--- src/rtl/assert_macros.svh ---
// Assertion helpers; empty when SYNTHESIS is defined.
`ifndef ASSERT_MACROS_SVH
`define ASSERT_MACROS_SVH
`ifndef SYNTHESIS
`define SPHR_ASSERT_IMPL(label, clk, rst, ante, cons) \
   label: assert property (@(posedge clk) disable iff (rst) (ante) |-> (cons)) \
      else $error("sphr: implication check failed");
`define SPHR_ASSERT_NEXT(label, clk, rst, ante, cons) \
   label: assert property (@(posedge clk) disable iff (rst) (ante) |=> (cons)) \
      else $error("sphr: next-cycle check failed");
`else
`define SPHR_ASSERT_IMPL(label, clk, rst, ante, cons)
`define SPHR_ASSERT_NEXT(label, clk, rst, ante, cons)
`endif
`endif

--- src/rtl/sphr_pkg.sv ---
`default_nettype none
package sphr_pkg;

   // run modes
   localparam logic [2:0] MODE_AUTO   = 3'd0;
   localparam logic [2:0] MODE_OFF    = 3'd1;
   localparam logic [2:0] MODE_FORCED = 3'd2;
   localparam logic [2:0] MODE_PIDOFF = 3'd4;

   // status codes
   localparam logic [2:0] STAT_SAFETY   = 3'd0;
   localparam logic [2:0] STAT_OFF      = 3'd1;
   localparam logic [2:0] STAT_PIDOFF   = 3'd2;
   localparam logic [2:0] STAT_FORCED   = 3'd3;
   localparam logic [2:0] STAT_HOLD     = 3'd4;
   localparam logic [2:0] STAT_DEADBAND = 3'd5;
   localparam logic [2:0] STAT_REGULATE = 3'd6;

   // register indexes
   localparam logic [2:0] REG_RUN_MODE     = 3'd0;
   localparam logic [2:0] REG_SETPOINT     = 3'd1;
   localparam logic [2:0] REG_DEADBAND     = 3'd2;
   localparam logic [2:0] REG_GAIN_P       = 3'd3;
   localparam logic [2:0] REG_GAIN_I       = 3'd4;
   localparam logic [2:0] REG_GAIN_D       = 3'd5;
   localparam logic [2:0] REG_SLEW_RATE    = 3'd6;
   localparam logic [2:0] REG_FORCED_LEVEL = 3'd7;

   localparam int CSR_IDX_W  = 3;
   localparam int CSR_DATA_W = 24;

   localparam logic [22:0] PCT_FULL   = 23'd6553600;
   localparam logic [22:0] SLEW_FLOOR = 23'd6554;
   localparam int          INTEG_LIM  = 5000000;

   // serial arithmetic unit
   localparam int MA_W       = 52;
   localparam int MB_W       = 24;
   localparam int REM_W      = 10;
   localparam int CNT_W      = 6;
   localparam int MUL_STEPS  = MB_W;
   localparam int DIV_STEPS  = MA_W;
   localparam int SUM_W      = 54;

   typedef enum logic [3:0] {
      ST_IDLE,
      ST_INTEG_MUL,
      ST_P_MUL,
      ST_I_MUL,
      ST_I_DIV,
      ST_D_MUL,
      ST_D_SCALE,
      ST_D_DIV,
      ST_LIMIT,
      ST_SLEW_MUL,
      ST_SLEW_DIV,
      ST_PWR_MUL,
      ST_PWR_DIV,
      ST_DONE
   } ctrl_state_type;

endpackage
`default_nettype wire

--- src/rtl/sphr_if.sv ---
`default_nettype none
interface sphr_req_if;
   logic               valid;
   logic               ready;
   logic [31:0]        now_ms;
   logic signed [15:0] grid_raw_w;
   logic signed [15:0] grid_filtered_w;
   logic               filtered_valid;
   logic               safety_trip;
   modport source (output valid, now_ms, grid_raw_w, grid_filtered_w, filtered_valid,
                   safety_trip, input ready);
   modport sink (input valid, now_ms, grid_raw_w, grid_filtered_w, filtered_valid,
                 safety_trip, output ready);
endinterface

interface sphr_rsp_if;
   logic               valid;
   logic               ready;
   logic [22:0]        drive_percent;
   logic [2:0]         status;
   logic               injecting;
   logic signed [16:0] error_w;
   logic [15:0]        heater_power_w;
   modport source (output valid, drive_percent, status, injecting, error_w, heater_power_w,
                   input ready);
   modport sink (input valid, drive_percent, status, injecting, error_w, heater_power_w,
                 output ready);
endinterface

interface sphr_csr_if;
   logic                                valid;
   logic                                ready;
   logic [sphr_pkg::CSR_IDX_W-1:0]      index;
   logic [sphr_pkg::CSR_DATA_W-1:0]     data;
   modport source (output valid, index, data, input ready);
   modport sink (input valid, index, data, output ready);
endinterface
`default_nettype wire

--- src/rtl/surplus_pid_heater_regulator_unit.sv ---
`default_nettype none
`include "assert_macros.svh"
// Surplus heater regulator: one result word per tick word, one tick in flight.
// A tick runs through a single bit-serial shift-add multiplier / restoring
// divider (one bit per cycle). A multiply runs a load step, one shift-add
// step per bit of the 24-bit multiplier and a finish step; a divide runs a
// load step, one step per bit of the 52-bit dividend and a finish step.
// Safety/off/pid-off/hold/deadband ticks compute heater power only. Forced
// mode computes a slew step and power, and a regulating tick computes
// integral, P, I/1000, D*1000/elapsed, limit, slew and power. The next tick
// can be accepted in the cycle after the result word is loaded, even if
// that word is still held in the output register. The sequencer only stalls
// in its last state while the output register holds an unaccepted word.
// Configuration writes are always taken (csr ready is tied high) and must
// only happen while the block is idle.
module surplus_pid_heater_regulator_unit #(
   parameter int unsigned HEATER_MAX_W = 1500
) (
   input  wire logic clock,
   input  wire logic reset,
   sphr_req_if.sink   req_ch,
   sphr_rsp_if.source rsp_ch,
   sphr_csr_if.sink   csr_ch
);

   localparam int MA_W  = sphr_pkg::MA_W;
   localparam int MB_W  = sphr_pkg::MB_W;
   localparam int SUM_W = sphr_pkg::SUM_W;

   // ---------------- configuration registers ----------------
   logic [2:0]         run_mode_ff;
   logic signed [15:0] setpoint_ff;
   logic [14:0]        deadband_ff;
   logic [23:0]        gain_p_ff, gain_i_ff, gain_d_ff;
   logic [22:0]        slew_rate_ff, forced_level_ff;

   assign csr_ch.ready = 1'b1;

   always_ff @(posedge clock) begin
      if (reset) begin
         run_mode_ff     <= sphr_pkg::MODE_AUTO;
         setpoint_ff     <= '0;
         deadband_ff     <= 15'd30;
         gain_p_ff       <= 24'd20972;
         gain_i_ff       <= 24'd2097;
         gain_d_ff       <= '0;
         slew_rate_ff    <= 23'd327680;
         forced_level_ff <= '0;
      end else if (csr_ch.valid) begin
         case (csr_ch.index)
            sphr_pkg::REG_RUN_MODE:     run_mode_ff     <= csr_ch.data[2:0];
            sphr_pkg::REG_SETPOINT:     setpoint_ff     <= $signed(csr_ch.data[15:0]);
            sphr_pkg::REG_DEADBAND:     deadband_ff     <= csr_ch.data[14:0];
            sphr_pkg::REG_GAIN_P:       gain_p_ff       <= csr_ch.data;
            sphr_pkg::REG_GAIN_I:       gain_i_ff       <= csr_ch.data;
            sphr_pkg::REG_GAIN_D:       gain_d_ff       <= csr_ch.data;
            sphr_pkg::REG_SLEW_RATE:    slew_rate_ff    <= csr_ch.data[22:0];
            sphr_pkg::REG_FORCED_LEVEL: forced_level_ff <= csr_ch.data[22:0];
            default: ;
         endcase
      end
   end

   // ---------------- regulator state ----------------
   sphr_pkg::ctrl_state_type state_ff, state_in;

   logic [31:0]          last_time_ff;
   logic                 time_valid_ff;
   logic signed [23:0]   integ_ff;
   logic signed [17:0]   prior_ff;
   logic [22:0]          held_ff;

   // per-tick working registers
   logic [7:0]               elapsed_ff;
   logic signed [16:0]       err_ff;
   logic                     over_ff;
   logic                     inj_ff;
   logic [2:0]               status_ff;
   logic signed [SUM_W-1:0]  sum_ff;
   logic [22:0]              tgt_ff;
   logic [15:0]              power_ff;

   // serial arithmetic unit
   logic                              run_ff;
   logic [sphr_pkg::CNT_W-1:0]        cnt_ff;
   logic [MA_W-1:0]                   ma_ff, acc_ff;
   logic [MB_W-1:0]                   mb_ff;
   logic [sphr_pkg::REM_W-1:0]        rem_ff, dsr_ff;

   // output register
   logic               rsp_valid_ff;
   logic [22:0]        rsp_drive_ff;
   logic [2:0]         rsp_status_ff;
   logic               rsp_inj_ff;
   logic signed [16:0] rsp_err_ff;
   logic [15:0]        rsp_power_ff;

   // ---------------- tick decode ----------------
   logic               req_acc;
   logic [31:0]        dt;
   logic [7:0]         elapsed_now;
   logic signed [15:0] meas;
   logic signed [16:0] err_now;
   logic [16:0]        mag_now;
   logic               clr_now;
   logic               band_now;

   assign req_ch.ready = (state_ff == sphr_pkg::ST_IDLE);
   assign req_acc      = req_ch.valid && req_ch.ready;

   always_comb begin
      dt = req_ch.now_ms - last_time_ff;
      if (!time_valid_ff || dt > 32'd250) begin
         elapsed_now = 8'd250;
      end else if (dt < 32'd100) begin
         elapsed_now = 8'd100;
      end else begin
         elapsed_now = dt[7:0];
      end
      meas     = req_ch.filtered_valid ? req_ch.grid_filtered_w : req_ch.grid_raw_w;
      err_now  = 17'(setpoint_ff) - 17'(meas);
      mag_now  = err_now[16] ? 17'(-err_now) : 17'(err_now);
      band_now = (mag_now <= {2'b00, deadband_ff});
      clr_now  = req_ch.safety_trip || (run_mode_ff == sphr_pkg::MODE_OFF)
                 || (run_mode_ff == sphr_pkg::MODE_PIDOFF);
   end

   // ---------------- operand select (state outputs) ----------------
   logic                    is_op, is_div, ld, fin, term_neg;
   logic [MA_W-1:0]         op_a, dvd;
   logic [MB_W-1:0]         op_b;
   logic [sphr_pkg::REM_W-1:0] dsr;
   logic [16:0]             err_mag;
   logic [23:0]             integ_mag;
   logic signed [17:0]      derr;
   logic [17:0]             derr_mag;
   logic [22:0]             rate_fl;

   always_comb begin
      err_mag   = err_ff[16] ? 17'(-err_ff) : 17'(err_ff);
      integ_mag = integ_ff[23] ? 24'(-integ_ff) : 24'(integ_ff);
      derr      = 18'(err_ff) - prior_ff;
      derr_mag  = derr[17] ? 18'(-derr) : 18'(derr);
      rate_fl   = (slew_rate_ff < sphr_pkg::SLEW_FLOOR) ? sphr_pkg::SLEW_FLOOR : slew_rate_ff;
   end

   always_comb begin
      is_op    = 1'b1;
      is_div   = 1'b0;
      term_neg = 1'b0;
      op_a     = '0;
      op_b     = '0;
      dvd      = '0;
      dsr      = '0;
      case (state_ff)
         sphr_pkg::ST_INTEG_MUL: begin
            op_a = MA_W'(err_mag);
            op_b = MB_W'(elapsed_ff);
         end
         sphr_pkg::ST_P_MUL: begin
            op_a     = MA_W'(gain_p_ff);
            op_b     = MB_W'(err_mag);
            term_neg = err_ff[16];
         end
         sphr_pkg::ST_I_MUL: begin
            op_a = MA_W'(gain_i_ff);
            op_b = integ_mag;
         end
         sphr_pkg::ST_I_DIV: begin
            is_div   = 1'b1;
            dvd      = acc_ff;
            dsr      = 10'd1000;
            term_neg = integ_ff[23];
         end
         sphr_pkg::ST_D_MUL: begin
            op_a = MA_W'(gain_d_ff);
            op_b = MB_W'(derr_mag);
         end
         sphr_pkg::ST_D_SCALE: begin
            op_a = acc_ff;
            op_b = MB_W'(1000);
         end
         sphr_pkg::ST_D_DIV: begin
            is_div   = 1'b1;
            dvd      = acc_ff;
            dsr      = 10'(elapsed_ff);
            term_neg = derr[17];
         end
         sphr_pkg::ST_SLEW_MUL: begin
            op_a = MA_W'(rate_fl);
            op_b = MB_W'(elapsed_ff);
         end
         sphr_pkg::ST_SLEW_DIV: begin
            is_div = 1'b1;
            dvd    = acc_ff;
            dsr    = 10'd1000;
         end
         sphr_pkg::ST_PWR_MUL: begin
            op_a = MA_W'(HEATER_MAX_W);
            op_b = MB_W'(held_ff);
         end
         sphr_pkg::ST_PWR_DIV: begin
            is_div = 1'b1;
            dvd    = acc_ff >> 16;       // / 65536 then / 100
            dsr    = 10'd100;
         end
         default: is_op = 1'b0;
      endcase
      ld  = is_op && !run_ff;
      fin = run_ff && (cnt_ff == '0);
   end

   // ---------------- next state ----------------
   always_comb begin
      state_in = state_ff;
      case (state_ff)
         sphr_pkg::ST_IDLE: begin
            if (req_acc) begin
               if (clr_now) begin
                  state_in = sphr_pkg::ST_PWR_MUL;
               end else if (run_mode_ff == sphr_pkg::MODE_FORCED) begin
                  state_in = sphr_pkg::ST_SLEW_MUL;
               end else if (run_mode_ff != sphr_pkg::MODE_AUTO || band_now) begin
                  state_in = sphr_pkg::ST_PWR_MUL;
               end else begin
                  state_in = sphr_pkg::ST_INTEG_MUL;
               end
            end
         end
         sphr_pkg::ST_INTEG_MUL: if (fin) state_in = sphr_pkg::ST_P_MUL;
         sphr_pkg::ST_P_MUL:     if (fin) state_in = sphr_pkg::ST_I_MUL;
         sphr_pkg::ST_I_MUL:     if (fin) state_in = sphr_pkg::ST_I_DIV;
         sphr_pkg::ST_I_DIV:     if (fin) state_in = sphr_pkg::ST_D_MUL;
         sphr_pkg::ST_D_MUL:     if (fin) state_in = sphr_pkg::ST_D_SCALE;
         sphr_pkg::ST_D_SCALE:   if (fin) state_in = sphr_pkg::ST_D_DIV;
         sphr_pkg::ST_D_DIV:     if (fin) state_in = sphr_pkg::ST_LIMIT;
         sphr_pkg::ST_LIMIT:     state_in = sphr_pkg::ST_SLEW_MUL;
         sphr_pkg::ST_SLEW_MUL:  if (fin) state_in = sphr_pkg::ST_SLEW_DIV;
         sphr_pkg::ST_SLEW_DIV:  if (fin) state_in = sphr_pkg::ST_PWR_MUL;
         sphr_pkg::ST_PWR_MUL:   if (fin) state_in = sphr_pkg::ST_PWR_DIV;
         sphr_pkg::ST_PWR_DIV:   if (fin) state_in = sphr_pkg::ST_DONE;
         sphr_pkg::ST_DONE: begin
            if (!rsp_valid_ff || rsp_ch.ready) state_in = sphr_pkg::ST_IDLE;
         end
         default: state_in = sphr_pkg::ST_IDLE;
      endcase
   end

   // ---------------- serial unit step ----------------
   logic [sphr_pkg::REM_W:0]   div_rs;
   logic                       div_ge;
   logic [MA_W-1:0]            mul_acc;

   always_comb begin
      div_rs  = {rem_ff, acc_ff[MA_W-1]};
      div_ge  = (div_rs >= {1'b0, dsr_ff});
      mul_acc = acc_ff + (mb_ff[0] ? ma_ff : '0);
   end

   always_ff @(posedge clock) begin
      if (reset) begin
         run_ff <= 1'b0;
         cnt_ff <= '0;
      end else if (ld) begin
         run_ff <= 1'b1;
         if (is_div) begin
            cnt_ff <= sphr_pkg::CNT_W'(sphr_pkg::DIV_STEPS);
            acc_ff <= dvd;
            rem_ff <= '0;
            dsr_ff <= dsr;
         end else begin
            cnt_ff <= sphr_pkg::CNT_W'(sphr_pkg::MUL_STEPS);
            ma_ff  <= op_a;
            mb_ff  <= op_b;
            acc_ff <= '0;
         end
      end else if (run_ff) begin
         if (cnt_ff == '0) begin
            run_ff <= 1'b0;
         end else begin
            cnt_ff <= cnt_ff - 1'b1;
            if (is_div) begin
               // restoring divide, one quotient bit per cycle
               rem_ff <= div_ge ? sphr_pkg::REM_W'(div_rs - {1'b0, dsr_ff})
                                : sphr_pkg::REM_W'(div_rs);
               acc_ff <= {acc_ff[MA_W-2:0], div_ge};
            end else begin
               acc_ff <= mul_acc;
               ma_ff  <= ma_ff << 1;
               mb_ff  <= mb_ff >> 1;
            end
         end
      end
   end

   // ---------------- result handling ----------------
   logic signed [25:0]      ip, isum;
   logic signed [SUM_W-1:0] term, h16, lim, tclamp;
   logic [23:0]             slew_hi;
   logic signed [24:0]      slew_lo;
   logic [22:0]             step, held_new, forced_cl;
   logic                    rsp_load;

   always_comb begin
      ip   = $signed({2'b00, acc_ff[23:0]});
      isum = 26'(integ_ff) + (err_ff[16] ? -ip : ip);
      if (isum > 26'sd5000000) begin
         isum = 26'(sphr_pkg::INTEG_LIM);
      end else if (isum < -26'sd5000000) begin
         isum = -26'(sphr_pkg::INTEG_LIM);
      end

      term = $signed({2'b00, acc_ff});
      if (term_neg) term = -term;

      // over-setpoint limit, then 0..100 percent clamp (Q20)
      h16    = $signed(SUM_W'({held_ff, 4'b0000}));
      lim    = h16 - (SUM_W'(1) <<< 21);
      tclamp = sum_ff;
      if (over_ff && tclamp > lim) tclamp = lim;
      if (tclamp < 0) tclamp = '0;
      if (tclamp > (SUM_W'(100) <<< 20)) tclamp = SUM_W'(100) <<< 20;

      step    = acc_ff[22:0];
      slew_hi = {1'b0, held_ff} + {1'b0, step};
      slew_lo = $signed({2'b00, held_ff}) - $signed({2'b00, step});
      if ({1'b0, tgt_ff} > slew_hi) begin
         held_new = slew_hi[22:0];
      end else if ($signed({2'b00, tgt_ff}) < slew_lo) begin
         held_new = slew_lo[22:0];
      end else begin
         held_new = tgt_ff;
      end

      forced_cl = (forced_level_ff > sphr_pkg::PCT_FULL) ? sphr_pkg::PCT_FULL
                                                        : forced_level_ff;

      // output register takes the finished word when it is free or draining
      rsp_load = (state_ff == sphr_pkg::ST_DONE) && (!rsp_valid_ff || rsp_ch.ready);
   end

   always_ff @(posedge clock) begin
      if (reset) begin
         state_ff      <= sphr_pkg::ST_IDLE;
         last_time_ff  <= '0;
         time_valid_ff <= 1'b0;
         integ_ff      <= '0;
         prior_ff      <= '0;
         held_ff       <= '0;
         rsp_valid_ff  <= 1'b0;
      end else begin
         state_ff <= state_in;
         if (rsp_load) begin
            rsp_valid_ff <= 1'b1;
         end else if (rsp_valid_ff && rsp_ch.ready) begin
            rsp_valid_ff <= 1'b0;
         end
         case (state_ff)
            sphr_pkg::ST_IDLE: begin
               if (req_acc) begin
                  elapsed_ff <= elapsed_now;
                  inj_ff     <= 1'b0;
                  err_ff     <= '0;
                  over_ff    <= (err_now < -$signed({2'b00, deadband_ff}));
                  sum_ff     <= $signed(SUM_W'({held_ff, 4'b0000}));
                  if (clr_now) begin
                     last_time_ff  <= '0;
                     time_valid_ff <= 1'b0;
                     integ_ff      <= '0;
                     prior_ff      <= '0;
                     held_ff       <= '0;
                     status_ff     <= req_ch.safety_trip ? sphr_pkg::STAT_SAFETY :
                                      (run_mode_ff == sphr_pkg::MODE_OFF) ?
                                      sphr_pkg::STAT_OFF : sphr_pkg::STAT_PIDOFF;
                  end else begin
                     last_time_ff  <= req_ch.now_ms;
                     time_valid_ff <= 1'b1;
                     case (run_mode_ff)
                        sphr_pkg::MODE_FORCED: begin
                           status_ff <= sphr_pkg::STAT_FORCED;
                           tgt_ff    <= forced_cl;
                        end
                        sphr_pkg::MODE_AUTO: begin
                           err_ff <= err_now;
                           if (band_now) begin
                              status_ff <= sphr_pkg::STAT_DEADBAND;
                              prior_ff  <= 18'(err_now);
                           end else begin
                              status_ff <= sphr_pkg::STAT_REGULATE;
                              inj_ff    <= (meas < -$signed({1'b0, deadband_ff}));
                           end
                        end
                        default: status_ff <= sphr_pkg::STAT_HOLD;
                     endcase
                  end
               end
            end
            sphr_pkg::ST_INTEG_MUL: if (fin) integ_ff <= 24'(isum);
            sphr_pkg::ST_P_MUL, sphr_pkg::ST_I_DIV, sphr_pkg::ST_D_DIV: begin
               if (fin) sum_ff <= sum_ff + term;
            end
            sphr_pkg::ST_LIMIT: begin
               tgt_ff   <= tclamp[26:4];
               prior_ff <= 18'(err_ff);
            end
            sphr_pkg::ST_SLEW_DIV: if (fin) held_ff <= held_new;
            sphr_pkg::ST_PWR_DIV:  if (fin) power_ff <= acc_ff[15:0];
            sphr_pkg::ST_DONE: begin
               if (rsp_load) begin
                  rsp_drive_ff  <= held_ff;
                  rsp_status_ff <= status_ff;
                  rsp_inj_ff    <= inj_ff;
                  rsp_err_ff    <= err_ff;
                  rsp_power_ff  <= power_ff;
               end
            end
            default: ;
         endcase
      end
   end

   assign rsp_ch.valid          = rsp_valid_ff;
   assign rsp_ch.drive_percent  = rsp_drive_ff;
   assign rsp_ch.status         = rsp_status_ff;
   assign rsp_ch.injecting      = rsp_inj_ff;
   assign rsp_ch.error_w        = rsp_err_ff;
   assign rsp_ch.heater_power_w = rsp_power_ff;

   // ---------------- checks ----------------
   `SPHR_ASSERT_IMPL(a_held_range, clock, reset, 1'b1, held_ff <= sphr_pkg::PCT_FULL)
   `SPHR_ASSERT_IMPL(a_integ_range, clock, reset, 1'b1, (integ_ff <= 24'sd5000000) && (integ_ff >= -24'sd5000000))
   `SPHR_ASSERT_NEXT(a_clear, clock, reset, req_acc && clr_now, (held_ff == '0) && (integ_ff == '0) && !time_valid_ff)
   `SPHR_ASSERT_IMPL(a_unit_busy, clock, reset, run_ff, (state_ff != sphr_pkg::ST_IDLE) && (state_ff != sphr_pkg::ST_DONE))

endmodule
`default_nettype wire
--- src/flat_wrapper.sv ---
// flat-port wrapper written by rule: the top's interface ports become plain ports
module surplus_pid_heater_regulator_unit_flat 
#(
   parameter int unsigned HEATER_MAX_W = 1500
)
  (clock, reset, req_ch_valid, req_ch_now_ms, req_ch_grid_raw_w, req_ch_grid_filtered_w, req_ch_filtered_valid, req_ch_safety_trip, req_ch_ready, rsp_ch_valid, rsp_ch_drive_percent, rsp_ch_status, rsp_ch_injecting, rsp_ch_error_w, rsp_ch_heater_power_w, rsp_ch_ready, csr_ch_valid, csr_ch_index, csr_ch_data, csr_ch_ready);
  sphr_req_if req_ch_i ();
  sphr_rsp_if rsp_ch_i ();
  sphr_csr_if csr_ch_i ();
  input  wire logic clock;
  input  wire logic reset;
  input wire logic [$bits(req_ch_i.valid)-1:0] req_ch_valid;
  input wire logic [$bits(req_ch_i.now_ms)-1:0] req_ch_now_ms;
  input wire logic [$bits(req_ch_i.grid_raw_w)-1:0] req_ch_grid_raw_w;
  input wire logic [$bits(req_ch_i.grid_filtered_w)-1:0] req_ch_grid_filtered_w;
  input wire logic [$bits(req_ch_i.filtered_valid)-1:0] req_ch_filtered_valid;
  input wire logic [$bits(req_ch_i.safety_trip)-1:0] req_ch_safety_trip;
  output wire logic [$bits(req_ch_i.ready)-1:0] req_ch_ready;
  output wire logic [$bits(rsp_ch_i.valid)-1:0] rsp_ch_valid;
  output wire logic [$bits(rsp_ch_i.drive_percent)-1:0] rsp_ch_drive_percent;
  output wire logic [$bits(rsp_ch_i.status)-1:0] rsp_ch_status;
  output wire logic [$bits(rsp_ch_i.injecting)-1:0] rsp_ch_injecting;
  output wire logic [$bits(rsp_ch_i.error_w)-1:0] rsp_ch_error_w;
  output wire logic [$bits(rsp_ch_i.heater_power_w)-1:0] rsp_ch_heater_power_w;
  input wire logic [$bits(rsp_ch_i.ready)-1:0] rsp_ch_ready;
  input wire logic [$bits(csr_ch_i.valid)-1:0] csr_ch_valid;
  input wire logic [$bits(csr_ch_i.index)-1:0] csr_ch_index;
  input wire logic [$bits(csr_ch_i.data)-1:0] csr_ch_data;
  output wire logic [$bits(csr_ch_i.ready)-1:0] csr_ch_ready;
  assign req_ch_i.valid = req_ch_valid;
  assign req_ch_i.now_ms = req_ch_now_ms;
  assign req_ch_i.grid_raw_w = req_ch_grid_raw_w;
  assign req_ch_i.grid_filtered_w = req_ch_grid_filtered_w;
  assign req_ch_i.filtered_valid = req_ch_filtered_valid;
  assign req_ch_i.safety_trip = req_ch_safety_trip;
  assign req_ch_ready = req_ch_i.ready;
  assign rsp_ch_valid = rsp_ch_i.valid;
  assign rsp_ch_drive_percent = rsp_ch_i.drive_percent;
  assign rsp_ch_status = rsp_ch_i.status;
  assign rsp_ch_injecting = rsp_ch_i.injecting;
  assign rsp_ch_error_w = rsp_ch_i.error_w;
  assign rsp_ch_heater_power_w = rsp_ch_i.heater_power_w;
  assign rsp_ch_i.ready = rsp_ch_ready;
  assign csr_ch_i.valid = csr_ch_valid;
  assign csr_ch_i.index = csr_ch_index;
  assign csr_ch_i.data = csr_ch_data;
  assign csr_ch_ready = csr_ch_i.ready;
  surplus_pid_heater_regulator_unit #(.HEATER_MAX_W(HEATER_MAX_W)) u_core (.clock(clock), .reset(reset), .req_ch(req_ch_i), .rsp_ch(rsp_ch_i), .csr_ch(csr_ch_i));
endmodule
--- config.mk ---
export PLATFORM = sky130hd
export DESIGN_NAME = surplus_pid_heater_regulator_unit_flat
export DESIGN_NICKNAME = d
export VERILOG_FILES = /design/src/rtl/sphr_pkg.sv /design/src/rtl/sphr_if.sv /design/src/rtl/surplus_pid_heater_regulator_unit.sv /design/src/flat_wrapper.sv
export VERILOG_INCLUDE_DIRS = /design/src /design/src/rtl
export SDC_FILE = /design/constraint.sdc
export NUM_CORES = 2
export LEC_CHECK = 0
export ABC_CLOCK_PERIOD_IN_PS = 8300
export BUFFER_PORTS_ARGS = -buffer_cell sky130_fd_sc_hd__clkbuf_2
export CORE_AREA = 2 2 266 268
export CTS_CLUSTER_SIZE = 16
export DETAILED_ROUTE_END_ITERATION = 10
export DIE_AREA = 0 0 268 270
export PLACE_DENSITY_LB_ADDON = 0.12
export SLEW_MARGIN = 40
export SYNTH_ARGS = -nofsm -noshare
export SYNTH_HDL_FRONTEND = slang
export SYNTH_SLANG_ARGS = --single-unit
--- constraint.sdc ---
create_clock -name clock -period 8.3 [get_ports clock]
set_clock_uncertainty 0.1 [all_clocks]
set_input_delay 0.415 -clock clock [delete_from_list [all_inputs] [get_ports clock]]
set_output_delay 0.415 -clock clock [all_outputs]
set_load 0.1 [all_outputs]
# Word level (Yosys, flattened, before mapping)
# Cells that the tools add are included.
dict set report classes {
  n_addsub 19
  order_cmp 15
  eq_ne 44
  muxes 99
  bitwise 3
  reduce_logical 57
}
# cell count
set ops {}
lappend ops {{52-bit 2-to-1 mux} 11}
lappend ops {{52-bit one-hot mux with 7 select lines} 1}
lappend ops {{54-bit 2-to-1 mux} 5}
lappend ops {{24-bit 2-to-1 mux} 11}
lappend ops {{23-bit 2-to-1 mux} 10}
lappend ops {{24-bit one-hot mux with 6 select lines} 1}
lappend ops {{54-bit one-hot mux with 2 select lines} 1}
lappend ops {{52-bit one-hot mux with 2 select lines} 1}
lappend ops {{23-bit one-hot mux with 2 select lines} 2}
lappend ops {{18-bit 2-to-1 mux} 5}
lappend ops {{4-bit 2-to-1 mux} 16}
lappend ops {{10-bit 2-to-1 mux} 6}
lappend ops {{4-bit one-hot mux with 14 select lines} 1}
lappend ops {{54-bit adder} 1}
lappend ops {{54-bit by 28-bit > comparator with 1-bit output (second input constant)} 1}
lappend ops {{54-bit > comparator} 1}
lappend ops {{54-bit by 1-bit < comparator with 1-bit output (second input constant)} 1}
lappend ops {{52-bit negation with 54-bit output} 1}
lappend ops {{52-bit adder} 1}
lappend ops {{24-bit one-hot mux with 2 select lines} 1}
lappend ops {{18-bit one-hot mux with 2 select lines} 1}
lappend ops {{17-bit 2-to-1 mux} 2}
lappend ops {{17-bit negation} 2}
lappend ops {{32-bit by 8-bit > comparator with 1-bit output (second input constant)} 1}
lappend ops {{65 further kinds} 153}
dict set report word_totals {
  reg_bits 593
  wordCells 273
}

# Depth between registers and ports, before layout
dict set report depth {
  ltp_word 11
  ltp_mapped 27
  mapped_depth_nobuf 25
}

# Worst setup path before layout
# Ideal clock, no wire load.
dict set report synth_timing {
  kind {reg2reg}
  startpoint {register u_core.err_ff[1]}
  endpoint {register u_core.sum_ff[52], data pin}
  setup_ps 266
  arrival_time_ps 6391
  t_required_ps 7934
  setup_slack_ps 1543
  path_stages_with_launch 26
  period_less_slack_ps 6757
  cell_sequence {edfxtp_1 > ha_1 > nor2b_1 > o31ai_1 > a31oi_1 > o21ai_0 > o31ai_1 > a41oi_1 > a21o_1 > a21o_1 > clkbuf_1 > clkbuf_1 > o21ai_0 > fa_1 > a211oi_1 > nor2_1 > o22a_1 > a221o_1 > o21ai_0 > o31ai_1 > a311o_1 > a31o_2 > or4_1 > a31oi_1 > xor2_1 > nor2_1}
}
dict set report synth_between {
  elab_chain_cells 6
}
# item line
set synth_rtl {}
lappend synth_rtl {{from (decl)} surplus_pid_heater_regulator_unit.sv:75} ;# logic signed [16:0] err_ff;
lappend synth_rtl {{from (signal assigned)} surplus_pid_heater_regulator_unit.sv:384} ;# err_ff <= err_now;
lappend synth_rtl {{17-bit by 18-bit subtractor with 18-bit output} surplus_pid_heater_regulator_unit.sv:142} ;# derr = 18'(err_ff) - prior_ff;
lappend synth_rtl {{1-bit one-hot mux with 3 select lines} surplus_pid_heater_regulator_unit.sv:155} ;# case (state_ff)
lappend synth_rtl {{54-bit 2-to-1 mux} surplus_pid_heater_regulator_unit.sv:314} ;# if (term_neg) term = -term;
lappend synth_rtl {{54-bit adder} surplus_pid_heater_regulator_unit.sv:400} ;# if (fin) sum_ff <= sum_ff + term;
lappend synth_rtl {{54-bit 2-to-1 mux} surplus_pid_heater_regulator_unit.sv:400}
lappend synth_rtl {{54-bit one-hot mux with 2 select lines} surplus_pid_heater_regulator_unit.sv:358} ;# case (state_ff)
lappend synth_rtl {{to (signal assigned)} surplus_pid_heater_regulator_unit.sv:365} ;# sum_ff <= $signed(SUM_W'({held_ff, 4'b0000}));
lappend synth_rtl {{to (signal assigned)} surplus_pid_heater_regulator_unit.sv:400}
lappend synth_rtl {{to (decl)} surplus_pid_heater_regulator_unit.sv:79} ;# logic signed [SUM_W-1:0] sum_ff;
# No other way between the ends. The select of a mux whose other input is x is not followed.
# A chain may end at the register's enable or synchronous reset.

# Worst setup path in the final report
# Same ends and word-level chain as after synthesis.

==> flow_metrics.env <==
export IMPL_status="finished clean"
export IMPL_cp_end_kind="register"
export IMPL_grt_pass1_vias=38200
export IMPL_placed_cell_area_um2=45900
export IMPL_clkPwrFrac_pct=17.1
export IMPL_syn_inst=5263
export IMPL_grt_max_degree=78
export IMPL_std_cell_rows=97
export IMPL_htree_levels=3
export IMPL_cts_root_buf="clkbuf_16"
export IMPL_port_buffers=159
export IMPL_p_seq_share_pct=26.6
export IMPL_vias=40900
export IMPL_cts_buffers=69
export IMPL_setup_viol=0
export IMPL_syn2layout_area_growth_pct=10.1
export IMPL_switching_power_mw=8.24
export IMPL_p_sw_share_pct=46.0
export IMPL_drt_wl_total_um=143000
export IMPL_clock_latency_ns=0.62
export IMPL_finalSetupTns_ns=0
export IMPL_die_x_um=268
export IMPL_core_um2=69500
export IMPL_first_pass_iters=6
export IMPL_clockBufferDepth=3
export IMPL_ys_flop_type="edfxtp_1"
export IMPL_leakage_nw=19.6
export IMPL_tritoncts="done"
export IMPL_synthesis_nets=5769
export IMPL_drv_slew=0
export IMPL_synth_area_top_cells="edfxtp_1 (22%), dfxtp_1 (12%), ha_1 (11%)"
export IMPL_synth_most_common_cell="nand2_1"
export IMPL_fp_dieH_um=270
export IMPL_first_iter_violations=4692
export IMPL_yosys_warnings=0
export IMPL_postSynth_asyncResetShare_pct=0
export IMPL_slew_headroom_pct=40.3
export IMPL_pre_cts_slack_ns=0.873
export IMPL_post_cts_setup_buffer_count=0
export IMPL_crit_path_top_delay_cell="a21o_1"
export IMPL_rsz0062_at_grt="false"
export IMPL_clkTransAtPathRegs_ns=0.06
export IMPL_drc_errors=0
export IMPL_cts_resized=0
export IMPL_wl_per_cell_um=22.5
export IMPL_post_route_period_util_pct=91.2
export IMPL_start_kind="register"
export IMPL_crit_path_cell_trace="ha_1, nor2b_1, o31ai_1, a31oi_1, o21ai_0, o31ai_1, a41oi_1, a21o_1, a21o_1, o21ai_0, fa_1, a211oi_1, nor2_1, o22a_1, a221o_1, o21ai_0, buf_4, o31ai_1, a311o_1, a31o_2, or4_1, a31oi_1, xor2_1, nor2_1"
export IMPL_yosysTopAreaCell="edfxtp_1"
export IMPL_fmax_mhz=132
export IMPL_final_nets=5866
export IMPL_synth_seq_area_share_pct=34.3
export IMPL_synth_area_um2=44100
export IMPL_synth_commonest_cells="nand2_1 (753), a21oi_1 (499), ha_1 (399), nor2_1 (375), o21ai_0 (342)"
export IMPL_crit_path_max_fanout=16
export IMPL_grt_use_total_pct=38.8
export IMPL_fill_cells=5733
export IMPL_crit_path_start="u_core.err_ff[1]"
export IMPL_setup_ws_ns=0.729
export IMPL_fin_area_um2=48500
export IMPL_max_cap_violations=0
export IMPL_pin_count=161
export IMPL_hpwl_um=105000
export IMPL_grt_pass1_wl_um=219000
export IMPL_combPwrFrac_pct=56.4
export IMPL_synth_seq_cells=591
export IMPL_place_gp_congestion=1.03
export IMPL_hold_violations=0
export IMPL_start_util_pct=63.4
export IMPL_synth_edf_count=330
export IMPL_drive_above_1_share_pct=8.41
export IMPL_cts_sinks=591
export IMPL_min_from="csr_ch_data[21]"
export IMPL_crit_type="reg2reg"
export IMPL_slowest_delay_ns=0.53
export IMPL_cts_hold_buf=35
export IMPL_yosysTopAreaCellShare_pct=22.5
export IMPL_synth_cell_types=89
export IMPL_regToRegStartpoint="u_core.err_ff[1]"
export IMPL_grt_overflow=0
export IMPL_min_path_type="in2reg"
export IMPL_p_per_area_nw_per_um2=369
export IMPL_crit_required_ns=8.53
export IMPL_p_int_mw=9.68
export IMPL_crit_arrival_ns=7.80
export IMPL_antenna_found_initial=6
export IMPL_period_minus_slack_ns=7.57
export IMPL_peakVddDrop_uv=275
export IMPL_avgSynthCellArea_um2=8.38
export IMPL_detail_route_antenna_nets=0
export IMPL_drt_vias_per_instance=6.44
export IMPL_die_area_um2=72400
export IMPL_worst_pin_slew_ns=0.893
-- registers in the layout, indices dropped and copies added (netlist names), 10 cells and up --
register                      count
u_core.ma_ff                     52
u_core.sum_ff                    54
u_core.setpoint_ff               16
u_core.acc_ff                    52
u_core.power_ff                  16
u_core.rsp_ch.drive_percent      23
u_core.integ_ff                  24
u_core.held_ff                   23
u_core.rsp_ch.heater_power_w     16
u_core.last_time_ff              32
u_core.gain_d_ff                 24
u_core.forced_level_ff           23
u_core.err_ff                    17
u_core.mb_ff                     24
u_core.tgt_ff                    23
u_core.gain_p_ff                 24
u_core.deadband_ff               15
u_core.gain_i_ff                 24
u_core.rem_ff                    10
u_core.slew_rate_ff              23
u_core.prior_ff                  17
u_core.rsp_ch.error_w            17
-- cells in the final DEF (no fill, tap or decap), types with 83 or more instances in the layout --
cell type and instances:
nand3_1 148, buf_4 83, xnor2_1 248, a21o_1 142, dfxtp_1 261, o21ai_0 341
ha_1 399, a21oi_1 499, clkbuf_2 158, nand2_1 751, xor2_1 102, inv_1 256
nor2_1 362, edfxtp_1 330
-- cells by family (layout without fill, tap and decap cells) --
logic type	Yosys count	in the layout	share of synthesized area, %
AO/OA/AOI/OAI	1569	1569	22.8
flip-flops	591	591	34.3
AND/OR/NAND/NOR	1779	1779	18.5
other	1	3	0.00851
adder cells (fa/ha/maj)	408	408	11.7
buffers and inverters	514	663	4.42
XOR/XNOR	352	352	7.03
multiplexers	49	49	1.13
-- critical path: cells and delay by family (launching register included) --
kind	cells	cell delay, ns
AOI/OAI and AO/OA	16	4.80
xor gates and xnor gates	1	0.18
adders and majority gates	2	0.82
buffers and inverters	1	0.17
DFF	1	0.49
and+or+nand+nor	4	0.73
-- per-stage QoR --
step	util, %	hold slack, ns	power, mW	cells
after floorplan	-	0.300	11.9	5263
after global placement	65.9	0.301	14.4	6189
after detailed placement	66.1	0.305	14.6	6194
after CTS	69.8	0.00501	17.7	6352
after global routing	69.8	0.0401	19.0	6353
final	69.8	0.0397	17.9	6354
-- path summary, 6_finish.rpt --
kind / depth (start not counted) / slack (ns) / end
max: 24 / 0.73 / u_core.sum_ff[52]
max reg2reg: 24 / 0.73 / u_core.sum_ff[52]
min reg2reg: 0 / 0.32 / u_core.rsp_ch.heater_power_w[11]
min: 3 / 0.04 / u_core.gain_d_ff[21]
-- power groups by stage --
| stage | logic, mW | registers (mW) | clock network (mW) |
|---|---|---|---|
| 2_1_floorplan | 7.39 | 4.46 | 0 |
| 3_3_place_gp | 9.57 | 4.79 | 0 |
| 3_5_place_dp | 9.78 | 4.77 | 0 |
| 4_1_cts | 9.86 | 4.71 | 3.08 |
| 5_1_grt | 11.0 | 4.80 | 3.19 |
| 6_report | 10.1 | 4.76 | 3.06 |
-- final cells by class --
type | instances | area [µm²] | area share, %
inverter | 256 | 961 | 1.98
tap | 940 | 1180 | 2.42
clock inverter | 37 | 365 | 0.753
multi-input combinational | 4158 | 27200 | 56.0
clock buffer | 86 | 1860 | 3.84
sequential | 591 | 15100 | 31.2
timing repair buffer | 284 | 1860 | 3.83
antenna | 2 | 5.00 | 0.0103
-- per-layer routing --
metal,GRT usage (%),vias up,wire length (µm)
li1,-,19300,-
met1,50.7,19100,56600
met2,59.7,2062,62300
met3,8.47,452,14900
met4,21.3,8,8780
met5,0,-,55
(Power assumes the default switching activity.)
